### src/design/ffba_pkg.sv
// Shared types and constants of the first-fit bump region allocator.
// Depends on nothing; the top level and ffba_ctrl import it.
`default_nettype none

package ffba_pkg;

  // Width of offsets and lengths within the zone.
  localparam int OFS_W = 25;
  // Width of absolute addresses and request sizes.
  localparam int ADDR_W = 32;
  // Width of the result status code.
  localparam int STATUS_W = 3;
  // Width of the configuration register index.
  localparam int CFG_IDX_W = 2;

  // Default depth of the region table.
  localparam int MAX_REGIONS_DEF = 1024;
  // New regions start on this byte boundary.
  localparam int ALIGN_BYTES = 8;
  // Reset value of the zone size register.
  localparam logic [OFS_W-1:0] ZONE_SIZE_RESET = OFS_W'(12 * 1024);

  // Result status codes.
  localparam logic [STATUS_W-1:0] ST_OK         = 3'd0;
  localparam logic [STATUS_W-1:0] ST_TABLE_FULL = 3'd1;
  localparam logic [STATUS_W-1:0] ST_ZONE_FULL  = 3'd2;
  localparam logic [STATUS_W-1:0] ST_NOT_READY  = 3'd3;
  localparam logic [STATUS_W-1:0] ST_NOT_FOUND  = 3'd4;

  // Configuration register indexes.
  localparam logic [CFG_IDX_W-1:0] CFG_ZONE_READY = 2'd0;
  localparam logic [CFG_IDX_W-1:0] CFG_ZONE_BASE  = 2'd1;
  localparam logic [CFG_IDX_W-1:0] CFG_ZONE_SIZE  = 2'd2;

  // Request kinds.
  localparam logic KIND_ALLOC = 1'b0;
  localparam logic KIND_FREE  = 1'b1;

  // Zone configuration as seen by the controller.
  typedef struct packed {
    logic              ready;
    logic [ADDR_W-1:0] base;
    logic [OFS_W-1:0]  size;
  } zone_cfg_t;

  // One entry of the region table.
  typedef struct packed {
    logic [OFS_W-1:0] offset;
    logic [OFS_W-1:0] length;
    logic             in_use;
  } region_t;

  localparam int REGION_W = $bits(region_t);

endpackage

`default_nettype wire

### src/design/ffba_ctrl.sv
// Request sequencer: scans the region table memory, decides and writes back.
// Depends on ffba_pkg; drives the read and write ports of the region RAM.
`default_nettype none

module ffba_ctrl #(
  parameter int MAX_REGIONS = ffba_pkg::MAX_REGIONS_DEF,
  localparam int IDX_W = (MAX_REGIONS > 1) ? $clog2(MAX_REGIONS) : 1,
  localparam int CNT_W = $clog2(MAX_REGIONS + 1)
) (
  input  wire logic                            clk,
  input  wire logic                            rst_n,
  input  wire ffba_pkg::zone_cfg_t             zone_cfg,
  input  wire logic                            start,
  output logic                                 busy,
  input  wire logic                            in_kind,
  input  wire logic [ffba_pkg::ADDR_W-1:0]     in_request_size,
  input  wire logic [ffba_pkg::ADDR_W-1:0]     in_free_address,
  output logic                                 out_valid,
  output logic      [ffba_pkg::STATUS_W-1:0]   out_status,
  output logic      [ffba_pkg::ADDR_W-1:0]     out_address,
  output logic                                 out_reused,
  output logic                                 ram_we,
  output logic      [IDX_W-1:0]                ram_waddr,
  output ffba_pkg::region_t                    ram_wdata,
  output logic                                 ram_re,
  output logic      [IDX_W-1:0]                ram_raddr,
  input  wire ffba_pkg::region_t               ram_rdata
);

  import ffba_pkg::*;

  typedef enum logic [1:0] {
    S_IDLE = 2'b01,
    S_SCAN = 2'b10
  } state_t;

  localparam int ALN_W = OFS_W + 1;
  localparam logic [ALN_W-1:0] ALIGN_M1 = ALN_W'(ALIGN_BYTES - 1);

  state_t            state_r, state_nxt;
  logic [CNT_W-1:0]  count_r, count_nxt;
  logic [OFS_W-1:0]  bump_r, bump_nxt;
  logic [CNT_W-1:0]  issue_r, issue_nxt;
  logic [IDX_W-1:0]  chk_idx_r, chk_idx_nxt;
  logic              chk_vld_r, chk_vld_nxt;
  logic              kind_r;
  logic [ADDR_W-1:0] size_r;
  logic [ADDR_W-1:0] faddr_r;
  logic              ov_r, ov_nxt;
  logic [STATUS_W-1:0] os_r, os_nxt;
  logic [ADDR_W-1:0] oa_r, oa_nxt;
  logic              or_r, or_nxt;

  logic              accept;
  logic [ALN_W-1:0]  aligned;
  logic [ADDR_W:0]   bump_end;
  logic              bump_fits;
  logic              hit;
  logic              last_chk;
  logic [ADDR_W-1:0] entry_addr;

  assign accept = start && (state_r == S_IDLE);
  assign busy   = (state_r != S_IDLE);

  // Rounded bump offset and whether a new region would fit in the zone.
  assign aligned   = (ALN_W'(bump_r) + ALIGN_M1) & ~ALIGN_M1;
  assign bump_end  = (ADDR_W + 1)'(aligned) + (ADDR_W + 1)'(size_r);
  assign bump_fits = (bump_end <= (ADDR_W + 1)'(zone_cfg.size));

  // Compare of the entry read in the previous cycle.
  assign entry_addr = zone_cfg.base + ADDR_W'(ram_rdata.offset);
  always_comb begin
    if (kind_r == KIND_ALLOC) begin
      hit = !ram_rdata.in_use && (ADDR_W'(ram_rdata.length) >= size_r);
    end else begin
      hit = (entry_addr == faddr_r);
    end
  end
  assign last_chk = (CNT_W'(chk_idx_r) + CNT_W'(1)) == count_r;

  // Table read: one entry per cycle in order, only below the fill count.
  assign ram_re    = (state_r == S_SCAN) && (issue_r < count_r);
  assign ram_raddr = issue_r[IDX_W-1:0];

  // Sequencer and decision logic.
  always_comb begin
    state_nxt   = state_r;
    count_nxt   = count_r;
    bump_nxt    = bump_r;
    issue_nxt   = issue_r;
    chk_idx_nxt = chk_idx_r;
    chk_vld_nxt = 1'b0;
    ov_nxt      = 1'b0;
    os_nxt      = os_r;
    oa_nxt      = oa_r;
    or_nxt      = or_r;
    ram_we      = 1'b0;
    ram_waddr   = chk_idx_r;
    ram_wdata   = ram_rdata;
    case (state_r)
      S_IDLE: begin
        if (accept) begin
          state_nxt = S_SCAN;
          issue_nxt = '0;
        end
      end
      S_SCAN: begin
        if (ram_re) begin
          issue_nxt   = issue_r + CNT_W'(1);
          chk_idx_nxt = issue_r[IDX_W-1:0];
          chk_vld_nxt = 1'b1;
        end
        if (!zone_cfg.ready) begin
          state_nxt = S_IDLE;
          ov_nxt    = 1'b1;
          os_nxt    = ST_NOT_READY;
          oa_nxt    = '0;
          or_nxt    = 1'b0;
        end else if (chk_vld_r && hit) begin
          // Reuse or release the matching entry.
          state_nxt        = S_IDLE;
          ov_nxt           = 1'b1;
          os_nxt           = ST_OK;
          ram_we           = 1'b1;
          ram_waddr        = chk_idx_r;
          ram_wdata        = ram_rdata;
          ram_wdata.in_use = (kind_r == KIND_ALLOC);
          oa_nxt           = (kind_r == KIND_ALLOC) ? entry_addr : '0;
          or_nxt           = (kind_r == KIND_ALLOC);
        end else if ((count_r == '0) || (chk_vld_r && last_chk)) begin
          // No recorded region matched.
          state_nxt = S_IDLE;
          ov_nxt    = 1'b1;
          oa_nxt    = '0;
          or_nxt    = 1'b0;
          if (kind_r == KIND_FREE) begin
            os_nxt = ST_NOT_FOUND;
          end else if (count_r == CNT_W'(MAX_REGIONS)) begin
            os_nxt = ST_TABLE_FULL;
          end else if (!bump_fits) begin
            os_nxt = ST_ZONE_FULL;
          end else begin
            os_nxt           = ST_OK;
            oa_nxt           = zone_cfg.base + ADDR_W'(aligned);
            ram_we           = 1'b1;
            ram_waddr        = count_r[IDX_W-1:0];
            ram_wdata.offset = aligned[OFS_W-1:0];
            ram_wdata.length = size_r[OFS_W-1:0];
            ram_wdata.in_use = 1'b1;
            bump_nxt         = bump_end[OFS_W-1:0];
            count_nxt        = count_r + CNT_W'(1);
          end
        end
      end
      default: begin
        state_nxt = S_IDLE;
      end
    endcase
  end

  // Control registers.
  always_ff @(posedge clk) begin
    if (!rst_n) begin
      state_r   <= S_IDLE;
      count_r   <= '0;
      bump_r    <= '0;
      issue_r   <= '0;
      chk_idx_r <= '0;
      chk_vld_r <= 1'b0;
      ov_r      <= 1'b0;
    end else begin
      state_r   <= state_nxt;
      count_r   <= count_nxt;
      bump_r    <= bump_nxt;
      issue_r   <= issue_nxt;
      chk_idx_r <= chk_idx_nxt;
      chk_vld_r <= chk_vld_nxt;
      ov_r      <= ov_nxt;
    end
  end

  // Request word and result payload.
  always_ff @(posedge clk) begin
    if (accept) begin
      kind_r  <= in_kind;
      size_r  <= in_request_size;
      faddr_r <= in_free_address;
    end
    os_r <= os_nxt;
    oa_r <= oa_nxt;
    or_r <= or_nxt;
  end

  assign out_valid   = ov_r;
  assign out_status  = os_r;
  assign out_address = oa_r;
  assign out_reused  = or_r;

`ifndef NO_ASSERTIONS
  // The fill count never passes the table depth.
  a_count_bound: assert property (@(posedge clk) disable iff (!rst_n)
    count_r <= CNT_W'(MAX_REGIONS))
    else $error("region count above table depth");

  // Table writes happen only while a request is being decided.
  a_write_in_scan: assert property (@(posedge clk) disable iff (!rst_n)
    ram_we |-> (state_r == S_SCAN) && ov_nxt)
    else $error("table write outside a decision");

  // A result word follows a scan cycle and leaves the block idle.
  a_result_after_scan: assert property (@(posedge clk) disable iff (!rst_n)
    $past(rst_n) && ov_r |-> ($past(state_r) == S_SCAN) && (state_r == S_IDLE))
    else $error("result without a finished scan");

  // The bump offset moves only when a new region is recorded.
  a_bump_with_count: assert property (@(posedge clk) disable iff (!rst_n)
    $past(rst_n) && !$stable(bump_r) |-> count_r == $past(count_r) + CNT_W'(1))
    else $error("bump offset moved without a new region");
`endif

endmodule

`default_nettype wire

### config.mk
export PLATFORM = sky130hd
export DESIGN_NAME = ffba_ctrl
export DESIGN_NICKNAME = d
export VERILOG_FILES = /design/src/design/ffba_pkg.sv /design/src/design/ffba_ctrl.sv
export SDC_FILE = /design/constraint.sdc
export NUM_CORES = 1
export LEC_CHECK = 0
export BUFFER_PORTS_ARGS = -buffer_cell sky130_fd_sc_hd__buf_4
export CAP_MARGIN = 5
export CORE_ASPECT_RATIO = 1.4
export CORE_MARGIN = 2
export CORE_UTILIZATION = 35
export CTS_CLUSTER_DIAMETER = 50
export DETAILED_ROUTE_END_ITERATION = 16
export SETUP_SLACK_MARGIN = 0.05
export SLEW_MARGIN = 20
export SYNTH_ARGS = -nofsm -noshare
export SYNTH_HDL_FRONTEND = slang
export SYNTH_SLANG_ARGS = --single-unit
### constraint.sdc
create_clock -name clk -period 8.9 [get_ports clk]
set_input_delay 0 -clock clk [delete_from_list [all_inputs] [get_ports clk]]
set_output_delay 0 -clock clk [all_outputs]
set_load 0.01 [all_outputs]
==> results.sh <==
export IMPL_postCtsSetupRepairBufs=0
export IMPL_layout_cells_non_filler=2521
export IMPL_filler_cell_count=3909
export IMPL_cell_types_with_the_largest_area_share_after_synthesis="sky130_fd_sc_hd__edfxtp_1 (22%), sky130_fd_sc_hd__ha_1 (12%), sky130_fd_sc_hd__dfxtp_1 (8.8%)"
export IMPL_min_to="out_address[27]$_SDFFCE_PN0P_"
export IMPL_postRouteAntennaNets=0
export IMPL_total_neg_setup_slack_ns=0
export IMPL_post_route_period_util=0.917
export IMPL_core_rowCount=86
export IMPL_grt_first_pass_wirelength_um=77900
export IMPL_r2r_end="out_address[28]$_SDFFCE_PN0P_"
export IMPL_critPathSlowestCell="sky130_fd_sc_hd__o41ai_1"
export IMPL_ctsHtreeMaxLevel=4
export IMPL_number_of_global_route_vias_before_repair=13900
export IMPL_synth_cells=1654
export IMPL_largest_net_degree_at_the_start_of_global_routing=114
export IMPL_irDropWorstVdd_v=0.000131
export IMPL_chipWidth_um=172
export IMPL_setup_viol=0
export IMPL_ioPinCount=288
export IMPL_tritoncts="done"
export IMPL_report_power_total_mw=2.13
export IMPL_antenna_fix_cells=0
export IMPL_root_buffer="sky130_fd_sc_hd__clkbuf_16"
export IMPL_combPwrFrac=0.243
export IMPL_synthArstFlopShare=0
export IMPL_place_area_mm2=0.0166
export IMPL_critPathMostFrequentCell="sky130_fd_sc_hd__a21oi_1"
export IMPL_grt_overflow_total=0
export IMPL_num_nets_final=2297
export IMPL_viasPerCell=5.46
export IMPL_worst_path_largest_cell_delay_ns=0.71
export IMPL_timing_final_crit_period_ns=8.16
export IMPL_cellLeakagePower_nw=7.74
export IMPL_numPortBuffers=287
export IMPL_grt_antenna_before_repair=0
export IMPL_clock_insertion_delay_worst_skew_ns=0.48
export IMPL_height_of_the_die_um=240
export IMPL_ys_flop_type="sky130_fd_sc_hd__edfxtp_1"
export IMPL_dr_pass1_iters=5
export IMPL_gp_congestion=0.975
export IMPL_netlist_cell_type_count=77
export IMPL_drc=0
export IMPL_dp_hpwl_um=42000
export IMPL_cts_buffers_inserted=17
export IMPL_final_cell_utilization_of_the_core=0.456
export IMPL_cts_resized_gates=0
export IMPL_initial_core_util=0.354
export IMPL_tightestPinTransition_ns=0.932
export IMPL_crit_type="register to register"
export IMPL_synthesis_area_mm2=0.0139
export IMPL_maximum_net_fanout_on_the_critical_path=7
export IMPL_ys_ff_latch=162
export IMPL_regToRegSetupSlack_ns=0.74
export IMPL_seqCellArea_mm2=0.00425
export IMPL_power_net_switching_mw=0.664
export IMPL_min_delay_path_class="primary input to register"
export IMPL_worst_slew_margin_rel=0.371
export IMPL_max_freq_mhz=123
export IMPL_final_hold_viol_count=0
export IMPL_tritoncts_num_sinks=162
export IMPL_holdCritStartpoint="zone_cfg[52]"
export IMPL_post_synth_most_frequent_cells="sky130_fd_sc_hd__nand2_1 (204), sky130_fd_sc_hd__ha_1 (137), sky130_fd_sc_hd__a21oi_1 (133), sky130_fd_sc_hd__o21ai_0 (110), sky130_fd_sc_hd__nor2_1 (109)"
export IMPL_area_delta_synth_final_pct=28.8
export IMPL_r2r_startpoint="bump_r[1]$_SDFFE_PN0P_"
export IMPL_number_of_enable_flip_flop_cells_after_synthesis=101
export IMPL_critical_path_arrival_ns=8.50
export IMPL_cts_hold_buffers=76
export IMPL_clock_power_share=0.360
export IMPL_power_per_cell_area_mw_per_mm2=119
export IMPL_synth_most_common_cell="sky130_fd_sc_hd__nand2_1"
export IMPL_drt_iter0_markers=787
export IMPL_synth_yosys_seq_area_share=0.306
export IMPL_power_share_switching=0.311
export IMPL_multi_input_comb_area_mm2=0.00900
export IMPL_outcome="completed"
export IMPL_ys_warn_count=0
export IMPL_synth_largest_area_cell="sky130_fd_sc_hd__edfxtp_1"
export IMPL_synth_top_area_share=0.218
export IMPL_place_ws_ns=1.16
export IMPL_final_area_mm2=0.0179
export IMPL_internal_power_mw=1.47
export IMPL_cap_viol_max_count=0
export IMPL_via_count=13800
export IMPL_drive_gt1_frac=0.187
export IMPL_cp_start_kind="register"
export IMPL_design_die_area_mm2=0.0414
export IMPL_grt_setup_unrepaired="false"
export IMPL_worst_endpoint_required_ns=9.24
export IMPL_worst_setup_hold_path_clk_slew_ns=0.07
export IMPL_setup_slack_ns=0.743
export IMPL_worst_r2r_cell_count=30
export IMPL_max_clock_path_buffers=2
export IMPL_synthesis_nets=1971
export IMPL_fin_worst_hold_slack_ns=0.0523
export IMPL_dp_cells=2412
export IMPL_worst_hold_path_num_cells=3
export IMPL_avgSynthCellArea_um2=8.41
export IMPL_grt_total_usage=0.253
export IMPL_slew_violations=0
export IMPL_p_seq_frac=0.396
export IMPL_core_area_mm2=0.0393
export IMPL_finClkSkew_ns=0.0179
export IMPL_postRouteWirelength_um=52400
export IMPL_worst_setup_path_end_kind="register"
export IMPL_wl_per_cell_um=20.8
-- worst max-delay path by stage --
stage | cells after the start | endpoint | start
2_1_floorplan | 31 | count_r[8]$_SDFFE_PN0P_ | bump_r[0]$_SDFFE_PN0P_
3_3_place_gp | 28 | count_r[5]$_SDFFE_PN0P_ | bump_r[0]$_SDFFE_PN0P_
3_5_place_dp | 29 | count_r[5]$_SDFFE_PN0P_ | bump_r[1]$_SDFFE_PN0P_
4_1_cts | 30 | ram_wdata[37] | bump_r[1]$_SDFFE_PN0P_
5_1_grt | 30 | out_address[28]$_SDFFCE_PN0P_ | bump_r[1]$_SDFFE_PN0P_
6_report | 30 | out_address[28]$_SDFFCE_PN0P_ | bump_r[1]$_SDFFE_PN0P_
-- power groups by stage --
stage	combinational [mW]	sequential, mW	clock [mW]
floorplan	0.284	0.851	0
finish	0.519	0.845	0.768
global route	0.567	0.847	0.813
CTS	0.518	0.844	0.789
global placement	0.487	0.861	0
detailed placement	0.489	0.861	0
-- placed cells by master, fill, tap and decap left out, types with 17 or more instances in the layout --
| master | Yosys | final |
|---|---|---|
| sky130_fd_sc_hd__nand2b_1 | 23 | 23 |
| sky130_fd_sc_hd__edfxtp_1 | 101 | 101 |
| sky130_fd_sc_hd__o21a_1 | 22 | 22 |
| sky130_fd_sc_hd__nor2_1 | 109 | 108 |
| sky130_fd_sc_hd__a21o_1 | 39 | 39 |
| sky130_fd_sc_hd__a21oi_1 | 133 | 132 |
| sky130_fd_sc_hd__xnor2_1 | 77 | 77 |
| sky130_fd_sc_hd__a211oi_1 | 22 | 22 |
| sky130_fd_sc_hd__mux2_2 | 19 | 19 |
| sky130_fd_sc_hd__nand3_1 | 39 | 39 |
| sky130_fd_sc_hd__mux2i_1 | 19 | 19 |
| sky130_fd_sc_hd__or3_1 | 19 | 19 |
| sky130_fd_sc_hd__nor3_1 | 35 | 35 |
| sky130_fd_sc_hd__nand2_1 | 204 | 204 |
| sky130_fd_sc_hd__buf_4 | 10 | 301 |
| sky130_fd_sc_hd__o21ai_0 | 110 | 109 |
| sky130_fd_sc_hd__and3_1 | 17 | 17 |
| sky130_fd_sc_hd__inv_1 | 95 | 94 |
| sky130_fd_sc_hd__clkbuf_16 | 0 | 18 |
| sky130_fd_sc_hd__ha_1 | 137 | 137 |
| sky130_fd_sc_hd__dlygate4sd3_1 | 0 | 76 |
| sky130_fd_sc_hd__xor2_1 | 44 | 44 |
| sky130_fd_sc_hd__dfxtp_1 | 61 | 61 |
| sky130_fd_sc_hd__nand4_1 | 29 | 29 |
-- per-layer routing --
layer / wire length, um / global-route usage / part of all wire
met4: 2290 / 0.118 / 0.044
met2: 27100 / 0.470 / 0.52
met1: 20300 / 0.274 / 0.39
met3: 2610 / 0.0441 / 0.050
met5: 0 / 0 / 0
-- state kept, by name, summed over array words and instances (netlist names) --
name and flops:
bump_r 25, chk_idx_r 10, chk_vld_r 1, count_r 11, faddr_r 32, issue_r 11
kind_r 1, out_address 32, out_reused 1, out_status 3, out_valid 1, size_r 32
state_r 2
-- critical path, delay by kind of cell, from the launching register on --
kind | cells | cell delay (ns)
and+or+nand+nor | 10 | 2.19
adders and majority gates | 2 | 0.68
AOI/OAI and AO/OA | 13 | 3.24
muxes | 2 | 0.35
DFF | 1 | 0.37
buffers and inverters | 1 | 0.56
xor gates and xnor gates | 2 | 0.63
-- final cells by class --
| class | count | share of cell area |
|---|---|---|
| multi-input cells | 1324 | 0.502 |
| flip-flops and latches | 162 | 0.237 |
| repair buffers | 379 | 0.171 |
| well taps | 528 | 0.0369 |
| clock buffers | 20 | 0.0261 |
| inverters | 96 | 0.0201 |
| clock inverters | 12 | 0.00663 |
-- cell families (layout without fill, tap and decap cells) --
| logic type | Yosys count | in the layout | synth area share |
|---|---|---|---|
| simple gates | 565 | 565 | 0.199 |
| fa+ha+maj | 140 | 140 | 0.128 |
| mux | 38 | 38 | 0.0291 |
| compound gates | 457 | 457 | 0.208 |
| buf+inv | 168 | 507 | 0.0487 |
| flops | 162 | 162 | 0.306 |
| xor+xnor | 124 | 124 | 0.0810 |
(Power assumes the default switching activity.)
