[config.mk]
export PLATFORM = sky130hd
export DESIGN_NAME = ffba_ram
export DESIGN_NICKNAME = d
export VERILOG_FILES = /design/src/design/ffba_ram.sv
export SDC_FILE = /design/constraint.sdc
export NUM_CORES = 1
export LEC_CHECK = 0
export BUFFER_PORTS_ARGS = -buffer_cell sky130_fd_sc_hd__buf_2
export CORE_UTILIZATION = 45
export CTS_BUF_LIST = sky130_fd_sc_hd__clkbuf_2
export CTS_CLUSTER_SIZE = 10
export DETAILED_ROUTE_END_ITERATION = 8
export GPL_TIMING_DRIVEN = 1
export PLACE_DENSITY = 0.6
export SLEW_MARGIN = 20
export SYNTH_ARGS = -nofsm -noshare
export SYNTH_HDL_FRONTEND = slang
export SYNTH_SLANG_ARGS = --single-unit
[constraint.sdc]
create_clock -name clk -period 2.46 [get_ports clk]
set_input_delay 0.369 -clock clk [delete_from_list [all_inputs] [get_ports clk]]
set_output_delay 0.369 -clock clk [all_outputs]
set_load 0.005 [all_outputs]
[src/design/ffba_ram.sv]
// Generic single-clock RAM with one write port and one registered read port.
// Depends on nothing.
`default_nettype none

module ffba_ram #(
  parameter int WIDTH = 8,
  parameter int DEPTH = 16,
  localparam int AW = (DEPTH > 1) ? $clog2(DEPTH) : 1
) (
  input  wire logic             clk,
  input  wire logic             we,
  input  wire logic [AW-1:0]    waddr,
  input  wire logic [WIDTH-1:0] wdata,
  input  wire logic             re,
  input  wire logic [AW-1:0]    raddr,
  output logic      [WIDTH-1:0] rdata
);

  logic [WIDTH-1:0] mem [DEPTH];

  // Write port.
  always_ff @(posedge clk) begin
    if (we) begin
      mem[waddr] <= wdata;
    end
  end

  // Registered read port; data appears in the cycle after the address, when re is high.
  always_ff @(posedge clk) begin
    if (re) begin
      rdata <= mem[raddr];
    end
  end

endmodule

`default_nettype wire

==> run_results.csv, run 1 <==
group,metric,value,unit
setup_path,timing.setup.critical_path_class,"register to output pin",
detailed_routing,remaining_routing_drc_violations,0,
global_route,gr-total-overflow,0,
timing,timing.final.setup_violations,0,
cts,clkSlewWorstSetupHoldPaths,0.21,ns
setup_path,standard_cell_with_the_maximum_stage_delay_on_the_critical_path,"sky130_fd_sc_hd__edfxtp_1",
status,status,"finished, final reports clean",
synth,post_synth.cell_area_avg,22.8,sq um
cts,post_cts_buffers,0,
placement,place.gp.congestion,0.774,
timing,finalWorstPathRequiredPeriod,1.60,ns
final_layout,area.growth.synth_to_final,14.3,%
pwr,power_density,719,nW/um^2
setup_path,critPathBufInv,1,
timing,unrepaired_setup_endpoints_after_global_routing,"no",
timing,final_max_slew_viols,0,
timing,min_period_over_period,65.2,%
floorplanning,die_h,110,um
setup_path,crit_required,2.09,ns
final_layout,instances_no_fill,445,
synth,ys_warn_count,0,
synth,ys_types,18,
timing,fin_setup_tns,0,ns
timing,final.setup_skew,0.0316,ns
job,max_cap_violations,0,
floorplanning,die_outline_area,12100,sq um
setup_path,worstSetupStartpoint,"rdata[7]",
detailed_routing,drt-total-wl,9780,um
floorplanning,rows,38,
floorplanning,ios,27,
timing,timing.slew.headroom,58.0,%
setup_path,worst_r2r_endpoint,"rdata[1]",
setup_path,critical_path_cell_count,1,
detailed_routing,drt-pass1-iter-count,4,
pwr,static-leakage-power,2.01,nW
cts,clock_insertion_delay_worst_skew,0.66,ns
detailed_routing,drt-wirelength-per-cell,22.0,um
setup_path,rr_worst_depth,3,
global_route,maximum_number_of_pins_on_one_net_before_global_route_repair,31,
setup_path,crit_chain,"buf_2",
setup_path,setup.worst_path.end,"rdata[7]",
synth,cell_count_after_synthesis,229,
timing,worst-slew-pin-transition,0.628,ns
cts,number_of_sinks_driven_by_the_clock_tree,136,
setup_path,critPathMaxStageDelay,0.44,ns
timing,max_freq,0.624,GHz
cts,cts_tree,"built",
detailed_routing,detail_route.iter0.violations,111,
setup_path,cp-end-kind,"output pin",
synth,seq_area_frac_synth,78.1,%
setup_path,critical-path-top-delay-family,"flip-flops",
synth,synth_fp_nets,248,
global_route,first_global_vias,2503,
synth,syn_std_cell_area,5230,sq um
cts,h-tree-depth,4,
global_route,grt_usage,18.4,%
hold_path,hold_path_class,"input port to register",
placement,detailed_place_hpwl,6140,um
final_layout,layout.nets,311,
setup_path,worstPathMaxFanout,1,
cts,numCtsBuffers,17,
detailed_routing,antenna_violating_nets_post_route,0,
global_route,antenna_found_initial,0,
floorplanning,initial_utilization,47.2,%
cts,clock_tree.buffer_depth,2,
setup_path,rr_startpoint,"mem[1][1]",
cts,cts_resized,0,
detailed_routing,routed-via-count,2463,
final_layout,diodes,0,
floorplanning,fp.dieW,110,um
timing,timing_hold_violations_final,0,
setup_path,reg2reg_slack,0.92,ns
cts,clock_tree.root_cell,"sky130_fd_sc_hd__clkbuf_2",
setup_path,arrival,1.23,ns
global_route,wire_length_of_the_first_global_routing_pass,14800,um
setup_path,critical_path.startpoint_type,"register",
final_layout,post_route_cells_drive_above_1_share,30.8,%
placement,portBuffers,26,
synth,ff_latch_count_synth,136,
floorplanning,core_region,11100,sq um
placement,post-place-cells,404,
pwr,vdd_ir_drop_max,0.000388,V
detailed_routing,post_drt_via_cell_ratio,5.53,
## kinds of logic (layout without fill, tap and decap cells)
family / after synthesis / in the layout / synth area share [%]
flip-flops: 136 / 136 / 78.1
AND/OR/NAND/NOR: 35 / 35 / 3.14
AO/OA/AOI/OAI: 16 / 16 / 2.30
multiplexers: 32 / 32 / 14.8
buffers and inverters: 10 / 86 / 1.65
## how the worst min path moves through the flow
stage | from | to | slack (ns) | depth (start not counted)
finish | waddr[0] | mem[8][3] | 0.27 | 3
floorplan | wdata[0] | mem[0][0] | 0.47 | 0
CTS | wdata[3] | mem[10][3] | 0.001 | 1
detailed placement | mem[14][5] | rdata[5] | 0.73 | 3
global placement | mem[11][2] | rdata[2] | 0.73 | 3
global route | waddr[0] | mem[8][3] | 0.18 | 3
## routing by layer
metal,global-route usage [%],part of all wire (%)
met3,5.99,5.3
met5,0,0
met2,28.4,49
met1,24.7,45
met4,6.29,0.74
## placed cells by master (no fill, tap or decap), drive strengths merged, types with 4 or more instances in the layout
master / instances
edfxtp: 136
nor3: 4
buf: 45
nand2: 9
mux4: 32
clkinvlp: 4
clkbuf: 18
clkinv: 6
a22oi: 16
dlygate4sd3: 9
nor2: 13
bufinv: 4
## worst reg2reg max path: cells and delay by family, from the launching register on
family / cells / cell delay [ns]
compound gates: 1 / 0.32
simple gates: 1 / 0.10
mux: 1 / 0.50
flops: 1 / 0.42
## state kept, by name, indices dropped and copies added, names as in the netlist
register / flops
mem: 128
rdata: 8
## cell type report
type | instances | area [sq um]
clock buffer | 18 | 90.1
clock inverter | 14 | 181
fill | 898 | 5100
multi-input combinational | 83 | 1060
sequential | 136 | 4080
tap | 140 | 175
timing repair buffer | 54 | 388
## cell usage after synthesis
| cell type | instances | share of area (%) |
|---|---|---|
| sky130_fd_sc_hd__a22oi_1 | 16 | 2.3 |
| sky130_fd_sc_hd__and2_1 | 1 | 0.12 |
| sky130_fd_sc_hd__and2b_1 | 1 | 0.14 |
| sky130_fd_sc_hd__buf_2 | 3 | 0.29 |
| sky130_fd_sc_hd__buf_4 | 1 | 0.14 |
| sky130_fd_sc_hd__buf_6 | 3 | 0.65 |
| sky130_fd_sc_hd__clkdlybuf4s25_2 | 3 | 0.57 |
| sky130_fd_sc_hd__edfxtp_1 | 136 | 78 |
| sky130_fd_sc_hd__mux4_1 | 14 | 7.0 |
| sky130_fd_sc_hd__mux4_2 | 18 | 7.8 |
| sky130_fd_sc_hd__nand2_1 | 9 | 0.65 |
| sky130_fd_sc_hd__nand2b_1 | 2 | 0.24 |
| sky130_fd_sc_hd__nand3_1 | 1 | 0.096 |
| sky130_fd_sc_hd__nand3b_1 | 2 | 0.29 |
| sky130_fd_sc_hd__nor2_1 | 13 | 0.93 |
| sky130_fd_sc_hd__nor2b_1 | 1 | 0.12 |
| sky130_fd_sc_hd__nor3_1 | 4 | 0.38 |
| sky130_fd_sc_hd__or3b_2 | 1 | 0.17 |
## where the power goes
part,switching [mW],total [mW],internal (mW)
combinational,0.137,0.248,0.111
sequential,0.0118,2.62,2.61
clock,0.771,1.43,0.659
## what timing repair did
| action | CTS | global route |
|---|---|---|
| endpoints found under the hold margin | 19 | 26 |
| hold buffers | 5 | 4 |
| endpoints found under the setup margin | 0 | 0 |
## through the flow
| step | hold slack (ns) | total power [mW] | utilization (%) | setup WS (ns) | instance area, sq um |
|---|---|---|---|---|---|
| finish | 0.274 | 4.30 | 53.9 | 0.857 | 5980 |
| global placement | 0.732 | 2.91 | 50.7 | 0.382 | 5610 |
| global route | 0.179 | 4.46 | 53.9 | 0.729 | 5980 |
| floorplan | 0.468 | 2.80 | - | 0.598 | 5230 |
| CTS | 0.00113 | 4.34 | 53.6 | 0.764 | 5940 |
| detailed placement | 0.733 | 2.91 | 50.7 | 0.371 | 5610 |
Note: power is estimated with default switching activity, not from simulation.
==> run 2: changes to the inputs <==
Clock period 2.46 ns to 1.7 ns, I/O delays scaled along.
==> run 2 against run 1 <==
Net effect:
- first-iteration DRC count grew 29%
- clock power grew 64%
- worst setup slack worse by 0.69 ns
- clock skew fell by 0.013 ns
- power rose by 52%
- sequential power up 45%
- sequential cell count unchanged
- cell count up 1.8%
- routed wire length fell by 0.19%
- hold slack worse by 0.14 ns
- critical path type is now register to register
- critical endpoint is now rdata[0]
- largest power group unchanged
==> run_results.csv, run 2 (synthesis gave the netlist of run 1 again) <==
group,metric,value,unit
timing,final.setup_skew,0.0184,ns
pwr,static-leakage-power,2.08,nW
cts,clock_insertion_delay_worst_skew,0.67,ns
final_layout,fillerInstances,887,
setup_path,standard_cell_with_the_maximum_stage_delay_on_the_critical_path,"sky130_fd_sc_hd__mux4_1",
global_route,met2_use_gr,26.2,%
setup_path,arrival,1.98,ns
setup_path,worstPathMaxFanout,1,
hold_path,hold_path_end,"mem[4][5]",
cts,clock_tree.root_cell,"sky130_fd_sc_hd__clkbuf_2",
setup_path,critPathMaxStageDelay,0.52,ns
timing,finalWorstPathRequiredPeriod,1.54,ns
detailed_routing,remaining_routing_drc_violations,0,
timing,fin_setup_tns,0,ns
setup_path,critPathBufInv,0,
floorplanning,rows,38,
global_route,grt_usage,18.3,%
hold_path,timing.hold.worst_path_depth,3,
status,status,"finished, final reports clean",
final_layout,reg.largest.list,"mem x128, rdata x8",
timing,timing.final.setup_violations,0,
setup_path,rr_startpoint,"mem[1][0]",
pwr,vdd_ir_drop_max,0.000480,V
setup_path,reg2reg_slack,0.16,ns
placement,detailed_place_hpwl,6490,um
detailed_routing,routed-via-count,2506,
global_route,use_met3,4.80,%
timing,final_max_slew_viols,0,
timing,timing.slew.headroom,43.9,%
detailed_routing,detail_route.iter0.violations,143,
final_layout,largest_register_ffs,128,
global_route,busiest_layer,"met2",
cts,clock_tree.buffer_depth,2,
placement,portBuffers,26,
setup_path,timing.setup.critical_path_class,"register to register",
cts,cts_hold_repair.buffers,9,
cts,post_cts_buffers,0,
timing,max_freq,0.651,GHz
floorplanning,die_outline_area,12100,sq um
cts,cts_tree,"built",
final_layout,layout.nets,319,
global_route,antenna_found_initial,0,
setup_path,crit_chain,"mux4_1, a22oi_1, nand2_1",
final_layout,layout.cells.most_common_list,"sky130_fd_sc_hd__edfxtp_1 (136), sky130_fd_sc_hd__buf_2 (26), sky130_fd_sc_hd__buf_4 (23)",
global_route,wire_length_of_the_first_global_routing_pass,14700,um
hold_path,hold_path_class,"input port to register",
global_route,maximum_number_of_pins_on_one_net_before_global_route_repair,18,
timing,timing_hold_violations_final,0,
global_route,gr-total-overflow,0,
floorplanning,fp.dieW,110,um
placement,place.gp.congestion,0.706,
timing,min_period_over_period,90.3,%
pwr,finalPower,6.52,mW
detailed_routing,drt-total-wl,9760,um
detailed_routing,post_drt_via_cell_ratio,5.53,
cts,numCtsBuffers,17,
timing,post-route-worst-setup-slack,0.164,ns
detailed_routing,drt-pass1-iter-count,4,
setup_path,critical_path.startpoint_type,"register",
floorplanning,die_h,110,um
final_layout,diodes,0,
detailed_routing,antenna_violating_nets_post_route,0,
floorplanning,ios,27,
pwr,power_density,1070,nW/um^2
detailed_routing,drt-wirelength-per-cell,21.5,um
timing,unrepaired_setup_endpoints_after_global_routing,"no",
setup_path,cp-end-kind,"register",
global_route,first_global_vias,2493,
floorplanning,initial_utilization,47.2,%
placement,dp_slack,-0.142,ns
setup_path,worst_r2r_endpoint,"rdata[0]",
cts,clkSlewWorstSetupHoldPaths,0.18,ns
setup_path,rr_worst_depth,3,
floorplanning,core_region,11100,sq um
cts,cts_resized,0,
hold_path,timing.hold.worst.start,"waddr[0]",
final_layout,post-route-util,55.2,%
cts,number_of_sinks_driven_by_the_clock_tree,136,
final_layout,area.growth.synth_to_final,16.9,%
setup_path,critical-path-top-delay-family,"multiplexers",
setup_path,crit_required,2.15,ns
cts,h-tree-depth,4,
final_layout,layout_commonest_cell,"sky130_fd_sc_hd__edfxtp_1",
timing,worst-slew-pin-transition,0.839,ns
final_layout,post_route_cells_drive_above_1_share,32.6,%
final_layout,max_flop_register,"mem",
global_route,globalRouteMet1Util,25.9,%
job,max_cap_violations,0,
[run 2: report_power, final]
part,internal (mW),switching (mW)
clock network,1.24,1.11
registers,3.77,0.0187
logic,0.176,0.199
total,5.19,1.33
[run 2: worst min-delay path: stages]
cell	delay, ns
sky130_fd_sc_hd__buf_2	0.15
sky130_fd_sc_hd__nor3_1	0.08
sky130_fd_sc_hd__buf_4	0.15
[run 2: routing by layer]
metal | wire length (um) | part of all wire, % | vias to the layer above
met3 | 542 | 5.6 | 11
li1 | - | - | 1120
met5 | 0 | 0 | -
met2 | 4580 | 47 | 91
met1 | 4520 | 46 | 1284
met4 | 117 | 1.2 | 0
[run 2: per-stage QoR]
| stage | std cells | area [sq um] | hold WS (ns) |
|---|---|---|---|
| 2_1_floorplan | 229 | 5230 | 0.354 |
| 3_3_place_gp | 412 | 5700 | 0.638 |
| 3_5_place_dp | 412 | 5700 | 0.632 |
| 4_1_cts | 453 | 6110 | 0.0402 |
| 5_1_grt | 453 | 6110 | 0.0618 |
| 6_report | 453 | 6110 | 0.131 |
[run 2: cell type report]
| class | instances | area [sq um] | share of cell area, % |
|---|---|---|---|
| repair buffers | 62 | 473 | 7.74 |
| flip-flops and latches | 136 | 4080 | 66.8 |
| well taps | 140 | 175 | 2.87 |
| clock buffers | 17 | 85.1 | 1.39 |
| multi-input cells | 83 | 1060 | 17.4 |
| clock inverters | 15 | 231 | 3.79 |
[run 2: worst max-delay path by stage]
| stage | cells after the start | to | startpoint | slack [ns] |
|---|---|---|---|---|
| 6_report | 3 | rdata[0] | mem[1][0] | 0.16 |
| 5_1_grt | 1 | rdata[2] | rdata[2] | 0.06 |
| 4_1_cts | 1 | rdata[5] | rdata[5] | 0.11 |
| 3_5_place_dp | 5 | rdata[0] | raddr[0] | -0.14 |
| 3_3_place_gp | 5 | rdata[0] | raddr[0] | -0.15 |
| 2_1_floorplan | 5 | rdata[1] | raddr[0] | 0.16 |
==> run 3: changes to the inputs <==
Settings changed: CORE_ASPECT_RATIO from default to 0.75, CTS_BUF_LIST sky130_fd_sc_hd__clkbuf_2 to sky130_fd_sc_hd__clkbuf_4.
==> run 3 against run 2 <==
Net effect:
- sequential power about the same
- critical path depth did not move
- cell count down 2.4%
- worst setup slack improved by 0.034 ns
- first-iteration DRC count grew 55%
- maximum frequency grew 2.3%
- clock power hardly changed
==> run_results.csv, run 3 (synthesis gave the netlist of run 1 again) <==
group,metric,value,unit
setup_path,standard_cell_with_the_maximum_stage_delay_on_the_critical_path,"sky130_fd_sc_hd__mux4_2",
final_layout,reg.largest.list,"mem x128, rdata x8",
global_route,met2_use_gr,28.7,%
floorplanning,initial_utilization,47.1,%
pwr,finalPower,6.50,mW
cts,number_of_sinks_driven_by_the_clock_tree,136,
cts,cts_resized,0,
timing,worst-slew-pin-transition,0.794,ns
cts,clkSlewWorstSetupHoldPaths,0.12,ns
global_route,maximum_number_of_pins_on_one_net_before_global_route_repair,17,
final_layout,diodes,0,
cts,clock_insertion_delay_worst_skew,0.51,ns
cts,numCtsBuffers,17,
job,max_cap_violations,0,
setup_path,crit_chain,"mux4_2, a22oi_1, nand2_1",
timing,max_freq,0.666,GHz
placement,place.gp.congestion,0.714,
cts,post_cts_buffers,0,
global_route,globalRouteMet1Util,27.0,%
floorplanning,ios,27,
final_layout,area.growth.synth_to_final,14.9,%
global_route,antenna_found_initial,0,
global_route,wire_length_of_the_first_global_routing_pass,15300,um
detailed_routing,drt-total-wl,10100,um
setup_path,arrival,1.77,ns
setup_path,critPathMaxStageDelay,0.46,ns
timing,timing.final.setup_violations,0,
global_route,use_met3,5.39,%
detailed_routing,detail_route.iter0.violations,222,
status,status,"finished, final reports clean",
global_route,first_global_vias,2549,
timing,final_max_slew_viols,0,
hold_path,hold_path_class,"input port to register",
detailed_routing,routed-via-count,2480,
detailed_routing,remaining_routing_drc_violations,0,
setup_path,worstPathMaxFanout,1,
timing,timing_hold_violations_final,0,
cts,cts_hold_repair.buffers,0,
final_layout,post_route_cells_drive_above_1_share,34.1,%
detailed_routing,antenna_violating_nets_post_route,0,
final_layout,post-route-util,54.1,%
pwr,power_density,1080,nW/um^2
setup_path,timing.setup.critical_path_class,"register to register",
detailed_routing,post_drt_via_cell_ratio,5.61,
setup_path,crit_required,1.97,ns
cts,clock_tree.root_cell,"sky130_fd_sc_hd__clkbuf_4",
setup_path,critical_path.startpoint_type,"register",
timing,timing.slew.headroom,47.0,%
timing,finalWorstPathRequiredPeriod,1.50,ns
pwr,static-leakage-power,2.01,nW
placement,detailed_place_hpwl,6810,um
global_route,grt_usage,18.8,%
floorplanning,die_outline_area,12100,sq um
floorplanning,core_region,11100,sq um
floorplanning,fp.dieW,126,um
final_layout,layout.cells.most_common_list,"sky130_fd_sc_hd__edfxtp_1 (136), sky130_fd_sc_hd__buf_2 (26), sky130_fd_sc_hd__buf_4 (22)",
timing,final.setup_skew,0.0104,ns
timing,min_period_over_period,88.3,%
detailed_routing,drt-pass1-iter-count,6,
cts,cts_tree,"built",
setup_path,critPathBufInv,0,
final_layout,layout.nets,308,
global_route,busiest_layer,"met2",
final_layout,max_flop_register,"mem",
timing,unrepaired_setup_endpoints_after_global_routing,"no",
setup_path,cp-end-kind,"register",
cts,h-tree-depth,4,
cts,clock_tree.buffer_depth,2,
detailed_routing,drt-wirelength-per-cell,22.9,um
global_route,gr-total-overflow,0,
placement,portBuffers,26,
final_layout,largest_register_ffs,128,
floorplanning,rows,33,
floorplanning,die_h,95.3,um
pwr,vdd_ir_drop_max,0.000739,V
final_layout,layout_commonest_cell,"sky130_fd_sc_hd__edfxtp_1",
setup_path,critical-path-top-delay-family,"multiplexers",
run 3: final timing paths:
kind              startpoint        to  slack, ns  cells after the start
setup / recovery   mem[2][7]  rdata[7]       0.20                      3
hold / removal            re  rdata[1]       0.12                      1
setup reg to reg   mem[2][7]  rdata[7]       0.20                      3
hold reg to reg   mem[11][6]  rdata[6]       0.76                      3
run 3: per-layer routing:
layer / vias up / part of all wire (%)
met5: - / 0
met4: 0 / 0.50
met3: 4 / 6.3
met2: 66 / 46
met1: 1303 / 47
li1: 1107 / -
run 3: area by class of cell:
class | count | area [sq um]
timing repair buffer | 51 | 355
multi-input combinational | 83 | 1060
fill | 873 | 5100
clock inverter | 15 | 201
clock buffer | 17 | 128
sequential | 136 | 4080
tap | 140 | 175
run 3: report_power, final:
group / switching, mW / internal (mW) / total [mW]
sequential: 0.0221 / 3.77 / 3.79
combinational: 0.198 / 0.159 / 0.358
clock: 1.18 / 1.17 / 2.35
run 3: per-stage QoR:
stage | hold WS (ns) | cells | setup WS [ns] | TNS, ns | cell area (sq um)
6_report | 0.119 | 442 | 0.198 | 0 | 6010
5_1_grt | 0.0687 | 442 | 0.171 | 0 | 6010
4_1_cts | 0.0792 | 442 | 0.207 | 0 | 6010
3_5_place_dp | 0.642 | 410 | -0.0875 | -0.372 | 5680
3_3_place_gp | 0.640 | 410 | -0.0834 | -0.324 | 5680
2_1_floorplan | 0.354 | 229 | 0.163 | 0 | 5230
